`src/design/tcq_pkg.sv`:
```
// Shared types and constants for the two-class age-ordered queue.
package tcq_pkg;

    localparam int ITEM_W  = 32;
    localparam int SEQ_W   = 16;
    localparam int ENTRY_W = ITEM_W + SEQ_W;
    localparam int NCLS    = 2;

    localparam int CLS_POS = 0;
    localparam int CLS_NEG = 1;

    localparam logic CMD_ENQ = 1'b0;
    localparam logic CMD_DEQ = 1'b1;

    localparam logic [1:0] TAKE_ANY  = 2'd0;
    localparam logic [1:0] TAKE_POS  = 2'd1;
    localparam logic [1:0] TAKE_NEG  = 2'd2;
    localparam logic [1:0] TAKE_NONE = 2'd3;

    localparam logic STS_SERVED = 1'b0;
    localparam logic STS_FULL   = 1'b1;

    typedef struct packed {
        logic                      cmd;
        logic signed [ITEM_W-1:0]  item;
        logic [1:0]                take;
    } t_in;

    typedef struct packed {
        logic signed [ITEM_W-1:0]  item_out;
        logic                      status;
    } t_out;

    typedef enum logic {
        S_IDLE,
        S_EXEC
    } t_state;

    typedef struct packed {
        logic             latch_in;
        logic [NCLS-1:0]  push;
        logic [NCLS-1:0]  pop;
        logic             load_out;
        logic             out_status;
    } t_ctl_cmd;

    typedef struct packed {
        logic             cmd;
        logic [1:0]       take;
        logic             item_pos;
        logic [NCLS-1:0]  empty;
        logic [NCLS-1:0]  full;
        logic             pos_older;
        logic             out_busy;
    } t_dp_stat;

endpackage

```
`src/design/tcq_ctrl.sv`:
```
// Controller state machine: accepts one transfer, then decides pushes, pops and results.
module tcq_ctrl import tcq_pkg::*; (
    input  logic     i_clk,
    input  logic     i_rst_n,
    input  logic     i_in_valid,
    input  t_dp_stat i_stat,
    output logic     o_in_ready,
    output t_ctl_cmd o_cmd
);

    t_state r_state;
    t_state n_state;

    always_ff @(posedge i_clk) begin
        if (!i_rst_n) begin
            r_state <= S_IDLE;
        end else begin
            r_state <= n_state;
        end
    end

    always_comb begin
        t_ctl_cmd c;
        c          = '0;
        n_state    = r_state;
        o_in_ready = 1'b0;
        case (r_state)
            S_IDLE: begin
                o_in_ready = 1'b1;
                c.latch_in = i_in_valid;
                if (i_in_valid) begin
                    n_state = S_EXEC;
                end
            end
            S_EXEC: begin
                if (i_stat.cmd == CMD_ENQ) begin
                    if (i_stat.item_pos) begin
                        if (i_stat.full[CLS_POS]) begin
                            c.load_out   = 1'b1;
                            c.out_status = STS_FULL;
                        end else begin
                            c.push[CLS_POS] = 1'b1;
                        end
                    end else begin
                        if (i_stat.full[CLS_NEG]) begin
                            c.load_out   = 1'b1;
                            c.out_status = STS_FULL;
                        end else begin
                            c.push[CLS_NEG] = 1'b1;
                        end
                    end
                end else begin
                    case (i_stat.take)
                        TAKE_ANY: begin
                            if (i_stat.empty[CLS_NEG] && !i_stat.empty[CLS_POS]) begin
                                c.pop[CLS_POS] = 1'b1;
                            end else if (i_stat.empty[CLS_POS] && !i_stat.empty[CLS_NEG]) begin
                                c.pop[CLS_NEG] = 1'b1;
                            end else if (!i_stat.empty[CLS_POS]) begin
                                if (i_stat.pos_older) begin
                                    c.pop[CLS_POS] = 1'b1;
                                end else begin
                                    c.pop[CLS_NEG] = 1'b1;
                                end
                            end
                        end
                        TAKE_POS: begin
                            c.pop[CLS_POS] = !i_stat.empty[CLS_POS];
                        end
                        TAKE_NEG: begin
                            c.pop[CLS_NEG] = !i_stat.empty[CLS_NEG];
                        end
                        default: begin
                            c.pop = '0;
                        end
                    endcase
                    c.load_out   = |c.pop;
                    c.out_status = STS_SERVED;
                end
                if (c.load_out && i_stat.out_busy) begin
                    c = '0;
                end else begin
                    n_state = S_IDLE;
                end
            end
            default: begin
                n_state = S_IDLE;
            end
        endcase
        o_cmd = c;
    end

endmodule

```
`src/design/tcq_dpath.sv`:
```
// Datapath: two class FIFOs with sequence tags, arrival counter, input latch, output register.
module tcq_dpath import tcq_pkg::*; #(
    parameter int FIFO_DEPTH = 16
) (
    input  logic     i_clk,
    input  logic     i_rst_n,
    input  t_in      i_in_data,
    input  t_ctl_cmd i_cmd,
    input  logic     i_out_stall,
    output t_dp_stat o_stat,
    output logic     o_out_valid,
    output t_out     o_out_data
);

    localparam int PTR_W = (FIFO_DEPTH > 1) ? $clog2(FIFO_DEPTH) : 1;
    localparam int CNT_W = $clog2(FIFO_DEPTH + 1);
    localparam int SUM_W = PTR_W + 1;

    t_in              r_in;
    logic [SEQ_W-1:0] r_seq;
    logic             r_out_valid;
    t_out             r_out;

    logic [ENTRY_W-1:0] w_rd    [NCLS];
    logic [NCLS-1:0]    w_empty;
    logic [NCLS-1:0]    w_full;

    always_ff @(posedge i_clk) begin
        if (i_cmd.latch_in) begin
            r_in <= i_in_data;
        end
    end

    always_ff @(posedge i_clk) begin
        if (!i_rst_n) begin
            r_seq <= '0;
        end else if (|i_cmd.push) begin
            r_seq <= r_seq + SEQ_W'(1);
        end
    end

    for (genvar g = 0; g < NCLS; g++) begin : g_fifo
        logic [ENTRY_W-1:0] mem [FIFO_DEPTH];
        logic [PTR_W-1:0]   r_head;
        logic [CNT_W-1:0]   r_fill;
        logic [ENTRY_W-1:0] r_rd;
        logic [SUM_W-1:0]   w_tail_sum;
        logic [SUM_W-1:0]   w_head_inc;
        logic [PTR_W-1:0]   w_tail;
        logic [PTR_W-1:0]   w_head_nxt;

        always_comb begin
            w_tail_sum = SUM_W'(r_head) + SUM_W'(r_fill);
            w_head_inc = SUM_W'(r_head) + SUM_W'(1);
            w_tail     = (w_tail_sum >= SUM_W'(FIFO_DEPTH))
                       ? PTR_W'(w_tail_sum - SUM_W'(FIFO_DEPTH)) : PTR_W'(w_tail_sum);
            w_head_nxt = (w_head_inc == SUM_W'(FIFO_DEPTH)) ? '0 : PTR_W'(w_head_inc);
        end

        always_ff @(posedge i_clk) begin
            if (i_cmd.push[g]) begin
                mem[w_tail] <= {r_seq, r_in.item};
            end
            r_rd <= mem[r_head];
        end

        always_ff @(posedge i_clk) begin
            if (!i_rst_n) begin
                r_head <= '0;
                r_fill <= '0;
            end else begin
                if (i_cmd.pop[g]) begin
                    r_head <= w_head_nxt;
                end
                if (i_cmd.push[g] && !i_cmd.pop[g]) begin
                    r_fill <= r_fill + CNT_W'(1);
                end else if (i_cmd.pop[g] && !i_cmd.push[g]) begin
                    r_fill <= r_fill - CNT_W'(1);
                end
            end
        end

        assign w_rd[g]    = r_rd;
        assign w_empty[g] = (r_fill == '0);
        assign w_full[g]  = (r_fill == CNT_W'(FIFO_DEPTH));
    end

    logic [SEQ_W-1:0] w_age_diff;
    assign w_age_diff = w_rd[CLS_POS][ENTRY_W-1:ITEM_W] - w_rd[CLS_NEG][ENTRY_W-1:ITEM_W];

    always_ff @(posedge i_clk) begin
        if (!i_rst_n) begin
            r_out_valid <= 1'b0;
        end else if (i_cmd.load_out) begin
            r_out_valid <= 1'b1;
        end else if (!i_out_stall) begin
            r_out_valid <= 1'b0;
        end
    end

    always_ff @(posedge i_clk) begin
        if (i_cmd.load_out) begin
            r_out.status <= i_cmd.out_status;
            if (i_cmd.out_status == STS_FULL) begin
                r_out.item_out <= r_in.item;
            end else if (i_cmd.pop[CLS_POS]) begin
                r_out.item_out <= w_rd[CLS_POS][ITEM_W-1:0];
            end else begin
                r_out.item_out <= w_rd[CLS_NEG][ITEM_W-1:0];
            end
        end
    end

    always_comb begin
        o_stat.cmd       = r_in.cmd;
        o_stat.take      = r_in.take;
        o_stat.item_pos  = (r_in.item > 0);
        o_stat.empty     = w_empty;
        o_stat.full      = w_full;
        o_stat.pos_older = w_age_diff[SEQ_W-1];
        o_stat.out_busy  = r_out_valid && i_out_stall;
    end

    assign o_out_valid = r_out_valid;
    assign o_out_data  = r_out;

endmodule

```
`src/design/two_class_age_ordered_queue_unit.sv`:
```
// Two-class age-ordered queue: one input transfer at a time.
// The input transfer is latched; any result is then loaded into the output register.
// A new transfer is taken only after the last is executed; execution waits on a stalled output.
// The head entries are read from the FIFO memories through one registered read port each.
// Reset (synchronous, active low) empties both FIFOs and zeroes the arrival counter.
// FIFO memories are not cleared; entries are only used after they are written.
module two_class_age_ordered_queue_unit import tcq_pkg::*; #(
    parameter int FIFO_DEPTH = 16
) (
    input  logic i_clk,
    input  logic i_rst_n,
    input  logic i_in_valid,
    output logic o_in_stall,
    input  t_in  i_in_data,
    output logic o_out_valid,
    input  logic i_out_stall,
    output t_out o_out_data
);

    t_ctl_cmd w_cmd;
    t_dp_stat w_stat;
    logic     w_in_ready;

    tcq_ctrl u_ctrl (
        .i_clk      (i_clk),
        .i_rst_n    (i_rst_n),
        .i_in_valid (i_in_valid),
        .i_stat     (w_stat),
        .o_in_ready (w_in_ready),
        .o_cmd      (w_cmd)
    );

    tcq_dpath #(
        .FIFO_DEPTH (FIFO_DEPTH)
    ) u_dpath (
        .i_clk       (i_clk),
        .i_rst_n     (i_rst_n),
        .i_in_data   (i_in_data),
        .i_cmd       (w_cmd),
        .i_out_stall (i_out_stall),
        .o_stat      (w_stat),
        .o_out_valid (o_out_valid),
        .o_out_data  (o_out_data)
    );

    assign o_in_stall = !w_in_ready;

`ifndef SYNTHESIS
    a_one_fifo_op: assert property (@(posedge i_clk) disable iff (!i_rst_n)
        $onehot0({w_cmd.push, w_cmd.pop}))
        else $error("more than one FIFO operation in a cycle");

    a_no_overwrite: assert property (@(posedge i_clk) disable iff (!i_rst_n)
        w_cmd.load_out |-> !(o_out_valid && i_out_stall))
        else $error("output register loaded while its transfer is stalled");

    a_busy_after_accept: assert property (@(posedge i_clk) disable iff (!i_rst_n)
        (i_in_valid && !o_in_stall) |=> o_in_stall)
        else $error("input accepted again right after a transfer");

    a_result_only_on_op: assert property (@(posedge i_clk) disable iff (!i_rst_n)
        (w_cmd.load_out && (w_cmd.out_status == STS_SERVED)) |-> (|w_cmd.pop))
        else $error("served result without a pop");
`endif

endmodule

```
`config.mk`:
```
export PLATFORM = sky130hd
export DESIGN_NAME = two_class_age_ordered_queue_unit
export DESIGN_NICKNAME = d
export VERILOG_FILES = /design/src/design/tcq_pkg.sv /design/src/design/tcq_ctrl.sv /design/src/design/tcq_dpath.sv /design/src/design/two_class_age_ordered_queue_unit.sv
export SDC_FILE = /design/constraint.sdc
export NUM_CORES = 2
export LEC_CHECK = 0
export BUFFER_PORTS_ARGS = -buffer_cell sky130_fd_sc_hd__buf_2
export CAP_MARGIN = 15
export CORE_ASPECT_RATIO = 1.1
export CORE_MARGIN = 2
export CORE_UTILIZATION = 33
export DETAILED_ROUTE_END_ITERATION = 10
export PLACE_DENSITY_LB_ADDON = 0.12
export RECOVER_POWER = 100
export SKIP_CTS_REPAIR_TIMING = 1
export SYNTH_ARGS = -nofsm -noshare
export SYNTH_HDL_FRONTEND = slang
export SYNTH_SLANG_ARGS = --single-unit
```
`constraint.sdc`:
```
create_clock -name i_clk -period 5.7 [get_ports i_clk]
set_input_delay 0 -clock i_clk [delete_from_list [all_inputs] [get_ports i_clk]]
set_output_delay 0 -clock i_clk [all_outputs]
set_load 0.02 [all_outputs]
```
==> run summary <==
Worst setup path class: reg2reg
H-tree depth: 4
Proportion of layout cells with a drive suffix above 1: 18.0%
Final-report max-slew violation count: 1244
Dpl cell area: 0.0704 mm^2
Vias in the first global route: 34500
Syn-to-layout area delta: 16.5%
CTS tree: yes
Root buf cell: clkbuf_16
Max-cap violations: 35
Highest Clock Rate: 0.194 GHz
Post-route clock period utilization: 90.5%
Synthesized flop and latch total: 1736
CP Capture Type: flip-flop
PD cells: 345 mW/mm^2
HPWL after DPL: 106000 um
Warnings, synthesis: 0
Design area: 0.0768 mm^2
Detailed-route DRC error count: 0
Final net count: 3866
Crit path DAT: 5840 ps
Worst Path Max Fanout: 32
Drt wl/cell: 29.2 um
Drt pass-1 iters: 5
Number of routed nets with antenna violations: 0
Clock Sinks: 1736
Violated checks: max-capacitance violations, max-slew violations
Mean Syn Cell Area: 18.8 um^2
Setup Skew: 33.1 ps
Netlist cell types: 51
Seq/Total Area, Yosys: 77.1%
Final core occ: 38.6%
Via density: 5.19
Core Region: 0.199 mm^2
Clock latency on the worst-skew pair: 820 ps
Slew @ Worst Pin: 3050 ps
Non-Filler Instances: 6563
Setup-failing EPs final: 0
Mapped Cells: 3510
Synthesized cell area: 0.0659 mm^2
Predominant post-synthesis flop cell: edfxtp_1
Rows: 172
Max-slew headroom at the worst pin: -104%
Peak supply drop: 0.224 mV
Post-synth EDFFs: 1604
Total routed wirelength: 191000 um
Placed cell count: 6143
Vias: 34000
Clock-pin slew on the worst setup and hold paths: 60 ps
Worst setup SP type: flip-flop
Syn nets: 3584
CTS buffer count: 183
Ys async rst share: 0%
Count of final hold-check violations: 0
Ports: 74
Hold WC Path Type: in2reg
IO buf count: 73
Iter 0 DRT Violations: 3005
Initial antenna violation count: 6
M1 wire length: 84500 um
Overall routing resource usage: 18.7%
Crit path required time: 6380 ps
Clock buffer depth: 3
First-pass GRT wire length: 269000 um
Die outline height: 473 um
Min Tclk post-route: 5160 ps
Placer Congestion: 0.746
RSZ-0062 raised after global routing: false
WL met3: 6890 um
Largest net degree at the start of global routing: 118
P_leak: 23.8 nW
Die W: 430 um
GRT overflow: 0
Met2 wire length: 94500 um
Die area: 0.203 mm^2
Fill cells: 18000
Initial core utilization: 33.1%
Status: finished, violations left
Final setup TNS: 0 ps
Top routing layer in use: met4
## cell families after synthesis
family | Yosys count | share of synthesized area [%]
AOI/OAI and AO/OA | 578 | 5.52
xor gates and xnor gates | 25 | 0.332
adders and majority gates | 35 | 0.710
buffers and inverters | 217 | 1.35
DFF | 1736 | 77.1
muxes | 586 | 12.7
and+or+nand+nor | 333 | 2.26
## per-stage QoR
step | total power [mW] | worst slack [ps] | hold slack, ps
after CTS | 26.7 | 1290 | -711
after global routing | 27.3 | 562 | 118
after global placement | 14.7 | 1330 | 177
final | 26.5 | 539 | 157
after floorplan | 14.5 | 1120 | 98.9
after detailed placement | 14.7 | 1300 | 178
## cell usage after synthesis (7+ instances only)
master,count,share of area (%)
nor4_1,10,0.095
nand4_1,9,0.085
nand2_1,170,0.97
ha_1,31,0.59
xnor2_1,13,0.17
buf_2,44,0.33
clkbuf_1,105,0.60
a21oi_1,133,1.0
mux2_2,96,1.6
a21o_1,7,0.080
nand2b_1,9,0.085
a22oi_1,128,1.5
nand3_1,40,0.30
mux4_2,192,6.6
a221oi_1,96,1.3
inv_1,33,0.19
buf_1,29,0.17
edfxtp_1,1604,73
xor2_1,12,0.16
or3_1,8,0.076
o21ai_0,199,1.5
dfxtp_1,132,4.0
nor2_1,60,0.34
mux2i_1,297,4.5
## cell type report
cell class	instances	area, um^2	area share [%]
flip-flops and latches	1736	50800	66.2
multi-input cells	1557	14500	18.8
clock buffers	267	5170	6.73
diodes	3	7.51	0.00978
clock inverters	76	837	1.09
inverters	36	135	0.176
repair buffers	278	2060	2.68
well taps	2610	3270	4.25
## critical path, cell delays in order, from the launching register on
cell	delay, ps
dfxtp_4	630
clkbuf_2	1040
and2_1	2270
a221oi_1	600
o21ai_0	340
nand2_1	70
## state kept, by name (all words and copies together) (netlist names)
| name | flops |
|---|---|
| u_dpath.g_fifo.mem | 1536 |
| u_dpath.g_fifo.r_head | 8 |
| u_dpath.o_out_valid | 1 |
| u_dpath.g_fifo.r_rd | 96 |
| u_dpath.g_fifo.r_fill | 10 |
| u_dpath.r_in | 32 |
| u_dpath.o_stat | 3 |
| u_dpath.r_seq | 16 |
| u_ctrl.r_state | 1 |
| u_dpath.o_out_data | 33 |
## layer usage
metal | vias up | GRT usage (%)
li1 | 14800 | -
met1 | 18300 | 25.3
met2 | 734 | 31.3
met3 | 254 | 2.14
met4 | 0 | 6.10
met5 | - | 0
## power breakdown
| group | internal [mW] | total (mW) | switching, mW |
|---|---|---|---|
| clock network | 7.02 | 12.0 | 4.97 |
| logic | 0.161 | 0.490 | 0.329 |
| registers | 13.9 | 14.0 | 0.0654 |
| total | 21.1 | 26.5 | 5.37 |
## cell usage in the layout (no fill, tap or decap), types with 40 or more instances in the layout
master	instances
a221oi_1	96
edfxtp_1	1604
dlygate4sd3_1	71
a21oi_1	132
buf_4	46
dfxtp_1	124
clkbuf_1	156
o21ai_0	200
mux2i_1	297
mux4_2	192
mux2_2	96
a22oi_1	128
nand3_1	40
clkbuf_16	187
nand2_1	169
## path summary, 6_finish.rpt
path              depth (start not counted)                          end  slack, ps                   startpoint
hold reg to reg                           2  u_dpath.g_fifo[0].r_fill[4]        510  u_dpath.g_fifo[0].r_fill[4]
setup / recovery                          5   u_dpath.g_fifo[0].r_rd[42]        540  u_dpath.g_fifo[0].r_head[2]
hold / removal                            2              u_dpath.r_in[3]        160                 i_in_data[3]
setup reg to reg                          5   u_dpath.g_fifo[0].r_rd[42]        540  u_dpath.g_fifo[0].r_head[2]
Power figures use the tool's default switching activity.
